**src/rtl/csi_pkg.sv**
```systemverilog
// csi_pkg: shared constants for the CSR self-loop insertion block.
// No dependencies; used by the core.
package csi_pkg;

  localparam logic CMD_ENTRY = 1'b0;
  localparam logic CMD_EMPTY = 1'b1;

endpackage

```
**src/rtl/csi_if.sv**
```systemverilog
// csi_in_if / csi_out_if: valid-ready channels for index items and result items.
// Depends on nothing; the widths follow the top-level parameters.
interface csi_in_if #(
  parameter int unsigned INDEX_BITS = 16
);
  logic                  valid;
  logic                  ready;
  logic                  cmd;
  logic [INDEX_BITS-1:0] col;
  logic                  row_last;

  modport source (output valid, cmd, col, row_last, input ready);
  modport sink   (input valid, cmd, col, row_last, output ready);
endinterface

interface csi_out_if #(
  parameter int unsigned INDEX_BITS = 16,
  parameter int unsigned COUNT_BITS = 24
);
  logic                  valid;
  logic                  ready;
  logic [INDEX_BITS-1:0] out_col;
  logic                  row_end;
  logic [COUNT_BITS-1:0] row_pointer;
  logic                  matrix_end;
  logic                  last;

  modport source (output valid, out_col, row_end, row_pointer, matrix_end, last,
                  input ready);
  modport sink   (input valid, out_col, row_end, row_pointer, matrix_end, last,
                  output ready);
endinterface

```
**src/rtl/csi_core.sv**
```systemverilog
// csi_core: row state, row-count register and result generation per transaction.
// Depends on csi_pkg for command codes.
module csi_core #(
  parameter int unsigned INDEX_BITS = 16,
  parameter int unsigned COUNT_BITS = 24,
  parameter int unsigned RES_W      = INDEX_BITS + COUNT_BITS + 3
) (
  input  logic                  clk,
  input  logic                  rst_n,
  input  logic                  cfg_we,
  input  logic [INDEX_BITS:0]   cfg_wdata,
  input  logic                  accept,
  input  logic                  cmd,
  input  logic [INDEX_BITS-1:0] in_col,
  input  logic                  row_last,
  output logic [RES_W-1:0]      res0,
  output logic [RES_W-1:0]      res1,
  output logic                  two
);

  localparam logic [INDEX_BITS:0] ROWS_MAX = {1'b1, {INDEX_BITS{1'b0}}};
  localparam logic [INDEX_BITS:0] ROWS_ONE = {{INDEX_BITS{1'b0}}, 1'b1};
  localparam logic [COUNT_BITS-1:0] CNT_MAX = {COUNT_BITS{1'b1}};
  localparam logic [COUNT_BITS-1:0] CNT_ONE = {{(COUNT_BITS-1){1'b0}}, 1'b1};

  logic [INDEX_BITS:0]   num_rows_r;
  logic [INDEX_BITS-1:0] row_r, row_nxt;
  logic                  seen_r, seen_nxt;
  logic [COUNT_BITS-1:0] cnt_r, cnt_nxt;

  logic [INDEX_BITS:0]   eff_rows;
  logic [INDEX_BITS:0]   row_inc;
  logic                  mend;
  logic                  wrap;
  logic [INDEX_BITS-1:0] row_closed;
  logic [COUNT_BITS-1:0] c1, c2;
  logic                  seen_now;

  always_comb begin
    if (num_rows_r == '0) begin
      eff_rows = ROWS_ONE;
    end else if (num_rows_r > ROWS_MAX) begin
      eff_rows = ROWS_MAX;
    end else begin
      eff_rows = num_rows_r;
    end
  end

  assign row_inc    = {1'b0, row_r} + ROWS_ONE;
  assign mend       = (row_inc == eff_rows);
  assign wrap       = (row_inc >= eff_rows);
  assign row_closed = wrap ? '0 : row_inc[INDEX_BITS-1:0];
  assign c1         = (cnt_r == CNT_MAX) ? cnt_r : cnt_r + CNT_ONE;
  assign c2         = (c1 == CNT_MAX) ? c1 : c1 + CNT_ONE;
  assign seen_now   = seen_r | (in_col == row_r);

  // result layout: {col, row_end, pointer, matrix_end, last}
  always_comb begin
    row_nxt  = row_r;
    seen_nxt = seen_r;
    cnt_nxt  = cnt_r;
    two      = 1'b0;
    res1     = {row_r, 1'b1, c2, mend, 1'b1};
    res0     = {in_col, 1'b0, c1, 1'b0, 1'b1};
    if (cmd == csi_pkg::CMD_EMPTY) begin
      res0     = {row_r, 1'b1, c1, mend, 1'b1};
      cnt_nxt  = c1;
      row_nxt  = row_closed;
      seen_nxt = 1'b0;
    end else if (!row_last) begin
      cnt_nxt  = c1;
      seen_nxt = seen_now;
    end else if (seen_now) begin
      res0     = {in_col, 1'b1, c1, mend, 1'b1};
      cnt_nxt  = c1;
      row_nxt  = row_closed;
      seen_nxt = 1'b0;
    end else begin
      res0     = {in_col, 1'b0, c1, 1'b0, 1'b0};
      two      = 1'b1;
      cnt_nxt  = c2;
      row_nxt  = row_closed;
      seen_nxt = 1'b0;
    end
  end

  always_ff @(posedge clk) begin
    if (!rst_n) begin
      num_rows_r <= ROWS_ONE;
      row_r      <= '0;
      seen_r     <= 1'b0;
      cnt_r      <= '0;
    end else begin
      if (cfg_we) begin
        num_rows_r <= cfg_wdata;
      end
      if (accept) begin
        row_r  <= row_nxt;
        seen_r <= seen_nxt;
        cnt_r  <= cnt_nxt;
      end
    end
  end

endmodule

```
**src/rtl/csi_outq.sv**
```systemverilog
// csi_outq: two-slot result buffer; slot 0 drives the output, slot 1 holds an
// appended diagonal. Depends on nothing.
module csi_outq #(
  parameter int unsigned DATA_W = 43
) (
  input  logic              clk,
  input  logic              rst_n,
  input  logic              push,
  input  logic              push_two,
  input  logic [DATA_W-1:0] d0,
  input  logic [DATA_W-1:0] d1,
  output logic              can_push,
  output logic              out_valid,
  input  logic              out_ready,
  output logic [DATA_W-1:0] out_data
);

  logic              v0_r, v1_r;
  logic [DATA_W-1:0] s0_r, s1_r;
  logic              pop;

  assign pop       = v0_r && out_ready;
  assign can_push  = !v1_r && (!v0_r || out_ready);
  assign out_valid = v0_r;
  assign out_data  = s0_r;

  always_ff @(posedge clk) begin
    if (!rst_n) begin
      v0_r <= 1'b0;
      v1_r <= 1'b0;
    end else if (push) begin
      v0_r <= 1'b1;
      v1_r <= push_two;
    end else if (pop) begin
      v0_r <= v1_r;
      v1_r <= 1'b0;
    end
  end

  always_ff @(posedge clk) begin
    if (push) begin
      s0_r <= d0;
      s1_r <= d1;
    end else if (pop) begin
      s0_r <= s1_r;
    end
  end

endmodule

```
**src/rtl/csr_self_loop_insert.sv**
```systemverilog
// csr_self_loop_insert: streaming CSR A+I builder, top level.
// Results are registered and valid in the cycle after the input transaction is accepted.
// Throughput: one item per cycle while the output accepts results; an item that appends a diagonal emits two
// results and holds the input off until the spare slot drains.
// Synchronous active-low reset clears row state, count and buffer; num_rows = 1.
// Depends on csi_pkg, csi_if, csi_core, csi_outq.
module csr_self_loop_insert #(
  parameter int unsigned INDEX_BITS = 16,
  parameter int unsigned COUNT_BITS = 24
) (
  input  logic                clk,
  input  logic                rst_n,
  input  logic                cfg_we,
  input  logic [INDEX_BITS:0] cfg_wdata,
  csi_in_if.sink              in_ch,
  csi_out_if.source           out_ch
);

  localparam int unsigned RES_W = INDEX_BITS + COUNT_BITS + 3;

  logic             accept;
  logic             can_push;
  logic             two;
  logic [RES_W-1:0] res0, res1;
  logic [RES_W-1:0] q_data;

  assign in_ch.ready = can_push;
  assign accept      = in_ch.valid && can_push;

  csi_core #(
    .INDEX_BITS (INDEX_BITS),
    .COUNT_BITS (COUNT_BITS),
    .RES_W      (RES_W)
  ) u_core (
    .clk       (clk),
    .rst_n     (rst_n),
    .cfg_we    (cfg_we),
    .cfg_wdata (cfg_wdata),
    .accept    (accept),
    .cmd       (in_ch.cmd),
    .in_col    (in_ch.col),
    .row_last  (in_ch.row_last),
    .res0      (res0),
    .res1      (res1),
    .two       (two)
  );

  csi_outq #(
    .DATA_W (RES_W)
  ) u_outq (
    .clk       (clk),
    .rst_n     (rst_n),
    .push      (accept),
    .push_two  (two),
    .d0        (res0),
    .d1        (res1),
    .can_push  (can_push),
    .out_valid (out_ch.valid),
    .out_ready (out_ch.ready),
    .out_data  (q_data)
  );

  assign out_ch.out_col     = q_data[RES_W-1 -: INDEX_BITS];
  assign out_ch.row_end     = q_data[COUNT_BITS+2];
  assign out_ch.row_pointer = q_data[COUNT_BITS+1:2];
  assign out_ch.matrix_end  = q_data[1];
  assign out_ch.last        = q_data[0];

endmodule
```
**src/flat_wrapper.sv**
```systemverilog
// flat-port wrapper written by rule: the top's interface ports become plain ports
module csr_self_loop_insert_flat 
#(
  parameter int unsigned INDEX_BITS = 16,
  parameter int unsigned COUNT_BITS = 24
)
  (clk, rst_n, cfg_we, cfg_wdata, in_ch_valid, in_ch_cmd, in_ch_col, in_ch_row_last, in_ch_ready, out_ch_valid, out_ch_out_col, out_ch_row_end, out_ch_row_pointer, out_ch_matrix_end, out_ch_last, out_ch_ready);
  csi_in_if #(.INDEX_BITS(INDEX_BITS)) in_ch_i ();
  csi_out_if #(.INDEX_BITS(INDEX_BITS), .COUNT_BITS(COUNT_BITS)) out_ch_i ();
  input  logic clk;
  input  logic rst_n;
  input  logic cfg_we;
  input  logic [INDEX_BITS:0] cfg_wdata;
  input wire logic [$bits(in_ch_i.valid)-1:0] in_ch_valid;
  input wire logic [$bits(in_ch_i.cmd)-1:0] in_ch_cmd;
  input wire logic [$bits(in_ch_i.col)-1:0] in_ch_col;
  input wire logic [$bits(in_ch_i.row_last)-1:0] in_ch_row_last;
  output wire logic [$bits(in_ch_i.ready)-1:0] in_ch_ready;
  output wire logic [$bits(out_ch_i.valid)-1:0] out_ch_valid;
  output wire logic [$bits(out_ch_i.out_col)-1:0] out_ch_out_col;
  output wire logic [$bits(out_ch_i.row_end)-1:0] out_ch_row_end;
  output wire logic [$bits(out_ch_i.row_pointer)-1:0] out_ch_row_pointer;
  output wire logic [$bits(out_ch_i.matrix_end)-1:0] out_ch_matrix_end;
  output wire logic [$bits(out_ch_i.last)-1:0] out_ch_last;
  input wire logic [$bits(out_ch_i.ready)-1:0] out_ch_ready;
  assign in_ch_i.valid = in_ch_valid;
  assign in_ch_i.cmd = in_ch_cmd;
  assign in_ch_i.col = in_ch_col;
  assign in_ch_i.row_last = in_ch_row_last;
  assign in_ch_ready = in_ch_i.ready;
  assign out_ch_valid = out_ch_i.valid;
  assign out_ch_out_col = out_ch_i.out_col;
  assign out_ch_row_end = out_ch_i.row_end;
  assign out_ch_row_pointer = out_ch_i.row_pointer;
  assign out_ch_matrix_end = out_ch_i.matrix_end;
  assign out_ch_last = out_ch_i.last;
  assign out_ch_i.ready = out_ch_ready;
  csr_self_loop_insert #(.INDEX_BITS(INDEX_BITS), .COUNT_BITS(COUNT_BITS)) u_core (.clk(clk), .rst_n(rst_n), .cfg_we(cfg_we), .cfg_wdata(cfg_wdata), .in_ch(in_ch_i), .out_ch(out_ch_i));
endmodule
```
**config.mk**
```make
export PLATFORM = sky130hd
export DESIGN_NAME = csr_self_loop_insert_flat
export DESIGN_NICKNAME = d
export VERILOG_FILES = /design/src/rtl/csi_pkg.sv /design/src/rtl/csi_if.sv /design/src/rtl/csi_core.sv /design/src/rtl/csi_outq.sv /design/src/rtl/csr_self_loop_insert.sv /design/src/flat_wrapper.sv
export SDC_FILE = /design/constraint.sdc
export NUM_CORES = 1
export LEC_CHECK = 0
export BUFFER_PORTS_ARGS = -buffer_cell sky130_fd_sc_hd__clkbuf_2
export CAP_MARGIN = 25
export CORE_ASPECT_RATIO = 1.4
export CORE_MARGIN = 4
export CORE_UTILIZATION = 52
export DETAILED_ROUTE_END_ITERATION = 10
export PLACE_DENSITY = 0.77
export SETUP_SLACK_MARGIN = 0.5
export SLEW_MARGIN = 25
export SYNTH_ARGS = -nofsm -noshare
export SYNTH_HDL_FRONTEND = slang
export SYNTH_HIERARCHICAL = 1
export SYNTH_SLANG_ARGS = --single-unit
```
**constraint.sdc**
```tcl
create_clock -name clk -period 11.3 [get_ports clk]
set_clock_uncertainty 0.05 [all_clocks]
set_input_delay 0.565 -clock clk [delete_from_list [all_inputs] [get_ports clk]]
set_output_delay 0.565 -clock clk [all_outputs]
set_load 0.02 [all_outputs]
```
==> results.yml <==
timing:
  hold_viol_final: 0
  fin_crit_sh_pct: 40.5
  slew-limit-headroom_pct: 38.0
  setup_viol: 0
  rsz0062_at_grt: "no"
  fin_tns_setup_ns: 0
  drv_slew: 0
  setup_ws_ns: 6.72
  worstMarginPinSlew_ns: 0.904
  min_period_ns: 4.58
  fmax_mhz: 218
detailed_routing:
  vias: 6686
  vias_per_cell: 5.92
  drt_wl_total_um: 19800
  wire_per_inst_um: 17.6
  drtPass1Iterations: 6
  drt_iter0_drc: 378
  remaining_drc_errors: 0
  drt.antenna.violating_nets: 0
floorplanning:
  start_util_pct: 52.9
  io_pins: 85
  rows: 56
  die_h_um: 163
  die_area_um2: 19200
  die_w_um: 118
  core-area_um2: 16700
clock_tree:
  path_clk_slew_ns: 0.06
  clockRootBuffer: "clkbuf_16"
  postCtsHoldBufs: 0
  cts_resized: 0
  cts_tree: "built"
  clk_path_buf_depth: 2
  clk_latency_ns: 0.42
  cts.sink_count: 146
  cts_made_buffers: 17
  cts_htree_levels: 4
  postCtsSetupRepairBufs: 0
worst_setup_path:
  cp.required_ns: 11.41
  r2r-start: "u_core/u_core/cnt_r[0]"
  critPathMaxStageDelay_ns: 0.65
  crit_fanout: 12
  path_cells: "ha_1, and4_4, nand4_4, nor2_1, xnor2_1, ha_1, o211ai_1, nor2_1, and3_1, a21oi_2, nor2b_1, xnor2_1"
  slowest_stage: "nor2_1"
  crit_path_start: "u_core/u_core/cnt_r[0]"
  arrival_ns: 4.69
  start_kind: "flop"
  cp-end-kind: "flop"
  setup.worst_path.class: "reg2reg"
place:
  place_area_um2: 9300
  hpwlAfterDp_um: 14400
  gp_congestion: 0.885
  place_ws_ns: 6.77
  portBuffers: 84
yosys:
  yosys_warnings: 6
  synth_seq_area_share_pct: 42.7
  synth_edf_count: 86
  synth_ff_type: "edfxtp_1"
  synthesis.area_um2: 8870
  synth.largest_area_cell: "edfxtp_1"
  syn_area_per_cell_um2: 10.5
  ys_top_cells_by_area: "edfxtp_1, dfxtp_1, mux2_4"
  async_flop_share_pct: 0
  ys_ff_latch: 146
  synth.top_cell.area_share_pct: 29.1
  synth_cell_types: 90
  synth_cells: 848
global_routing:
  grt.busiest_layer: "met2"
  grt_pass1_vias: 6318
  met3_usage_pct: 4.24
  met1_usage_pct: 23.6
  grt_max_degree: 48
  grt_use_total_pct: 20.9
  antenna_found_initial: 0
  grt_overflow_total: 0
  grtUsageMet2_pct: 37.8
  grt_first_pass_wirelength_um: 32300
power_and_ir_drop:
  peakVddDrop_v: 0.000111
  p_seq_share_pct: 46.6
  swShare_pct: 25.2
  p_switching_uw: 335
  power_mw: 1.33
  leakage_nw: 4.07
  p_per_area_nw_per_um2: 135
  comb_power_share_pct: 12.8
  pwr-share-clk_pct: 40.6
  p_int_uw: 997
layout:
  n_antenna_cell: 0
  n_fill_cell: 1361
  fin_util_pct: 59.0
  fin_area_um2: 9870
  drive_gt1_share_pct: 24.9
  nets: 973
  syn_to_final_growth_pct: 11.4
hold_path:
  min_from: "cfg_wdata[0]"
  hp-class: "in2reg"
run:
  maxCapViolCount: 0
run_status:
  run_status: "finished clean"
-- cells in the final DEF, fill, tap and decap left out, types with 5 or more instances in the layout --
master	count
mux2_2	21
nor3b_1	5
or2_2	6
inv_1	23
nand2b_1	7
nand2_1	95
xor2_1	22
o21a_1	5
ha_1	20
a31oi_1	7
nand4_1	23
nor3_1	17
clkbuf_2	84
o211ai_1	7
o2111ai_1	6
and2_1	6
o21ai_0	15
dfxtp_1	60
and3_1	19
nor2b_1	11
nor2_1	52
or3_1	5
a211oi_1	5
nor4_1	11
a21o_1	5
a21oi_1	33
clkbuf_16	17
mux2i_1	30
xnor2_1	40
nand3_1	34
buf_4	9
mux2_4	40
edfxtp_1	86
-- final timing paths --
check	endpoint	slack [ns]	cells after the start
worst max-delay path	u_core/u_outq/s1_r[15]	6.72	12
worst min-delay path	u_core/u_core/num_rows_r[0]	0.31	3
worst min register to register	u_core/u_outq/v1_r	0.46	2
worst max register to register	u_core/u_outq/s1_r[15]	6.72	12
-- kinds of logic after synthesis --
kind of cell | Yosys count | synth area share (%)
AND/OR/NAND/NOR | 321 | 19.2
flip-flops | 146 | 42.7
AO/OA/AOI/OAI | 132 | 11.3
multiplexers | 91 | 12.8
buffers and inverters | 74 | 4.81
XOR/XNOR | 63 | 6.31
adder cells (fa/ha/maj) | 20 | 2.82
other | 1 | 0.0423
-- power groups by stage --
stage	clock network, mW	registers, mW	logic, mW
6_report	0.540	0.621	0.171
4_1_cts	0.552	0.621	0.172
2_1_floorplan	0	0.650	0.105
3_3_place_gp	0	0.631	0.169
5_1_grt	0.574	0.625	0.185
3_5_place_dp	0	0.632	0.171
-- metrics by stage --
stage	std cells	hold slack, ns
after floorplan	849	0.356
after detailed placement	1097	0.452
after global routing	1129	0.307
final	1129	0.312
after global placement	1097	0.433
after CTS	1129	0.294
-- flip-flops by register name, summed over array words and instances (netlist names) --
name	count
u_core/u_core/cnt_r	24
u_core/u_core/num_rows_r	17
u_core/u_core/row_r	16
u_core/u_core/seen_r	1
u_core/u_outq/out_data	43
u_core/u_outq/out_valid	1
u_core/u_outq/s1_r	43
u_core/u_outq/v1_r	1
-- synth_stat cells, types with 7 or more instances --
library cell / number
a21oi_1: 33
nor4_1: 11
mux2_4: 40
and2_1: 7
nand2_1: 96
mux2i_1: 30
nor3_1: 17
xnor2_1: 40
and3_1: 19
ha_1: 20
nand3_1: 34
dfxtp_1: 60
nand4_1: 23
nor2_1: 52
nor2b_1: 11
nand2b_1: 7
o211ai_1: 7
o21ai_0: 15
edfxtp_1: 86
clkbuf_1: 24
mux2_2: 21
a31oi_1: 7
xor2_1: 22
inv_1: 24
-- worst max-delay path: cells and delay by family, from the launching register on --
family / cells / cell delay, ns
flip-flops: 1 / 0.49
adder cells (fa/ha/maj): 2 / 0.71
AO/OA/AOI/OAI: 2 / 0.36
XOR/XNOR: 2 / 0.40
AND/OR/NAND/NOR: 6 / 2.30
-- layout make-up --
cell class / instances / area [um^2] / share of cell area [%]
Inverter: 26 / 98.8 / 1.00
Clock buffer: 18 / 429 / 4.35
Timing Repair Buffer: 93 / 488 / 4.94
Clock inverter: 14 / 139 / 1.41
Sequential cell: 146 / 3780 / 38.3
Multi-Input combinational cell: 629 / 4680 / 47.4
Tap cell: 203 / 254 / 2.57
-- layer usage --
layer	wire length [um]	vias up
li1	-	3247
met1	7690	3174
met2	10400	217
met3	1140	48
met4	647	0
met5	0	-
No activity file was read; power rests on OpenSTA's default activity.
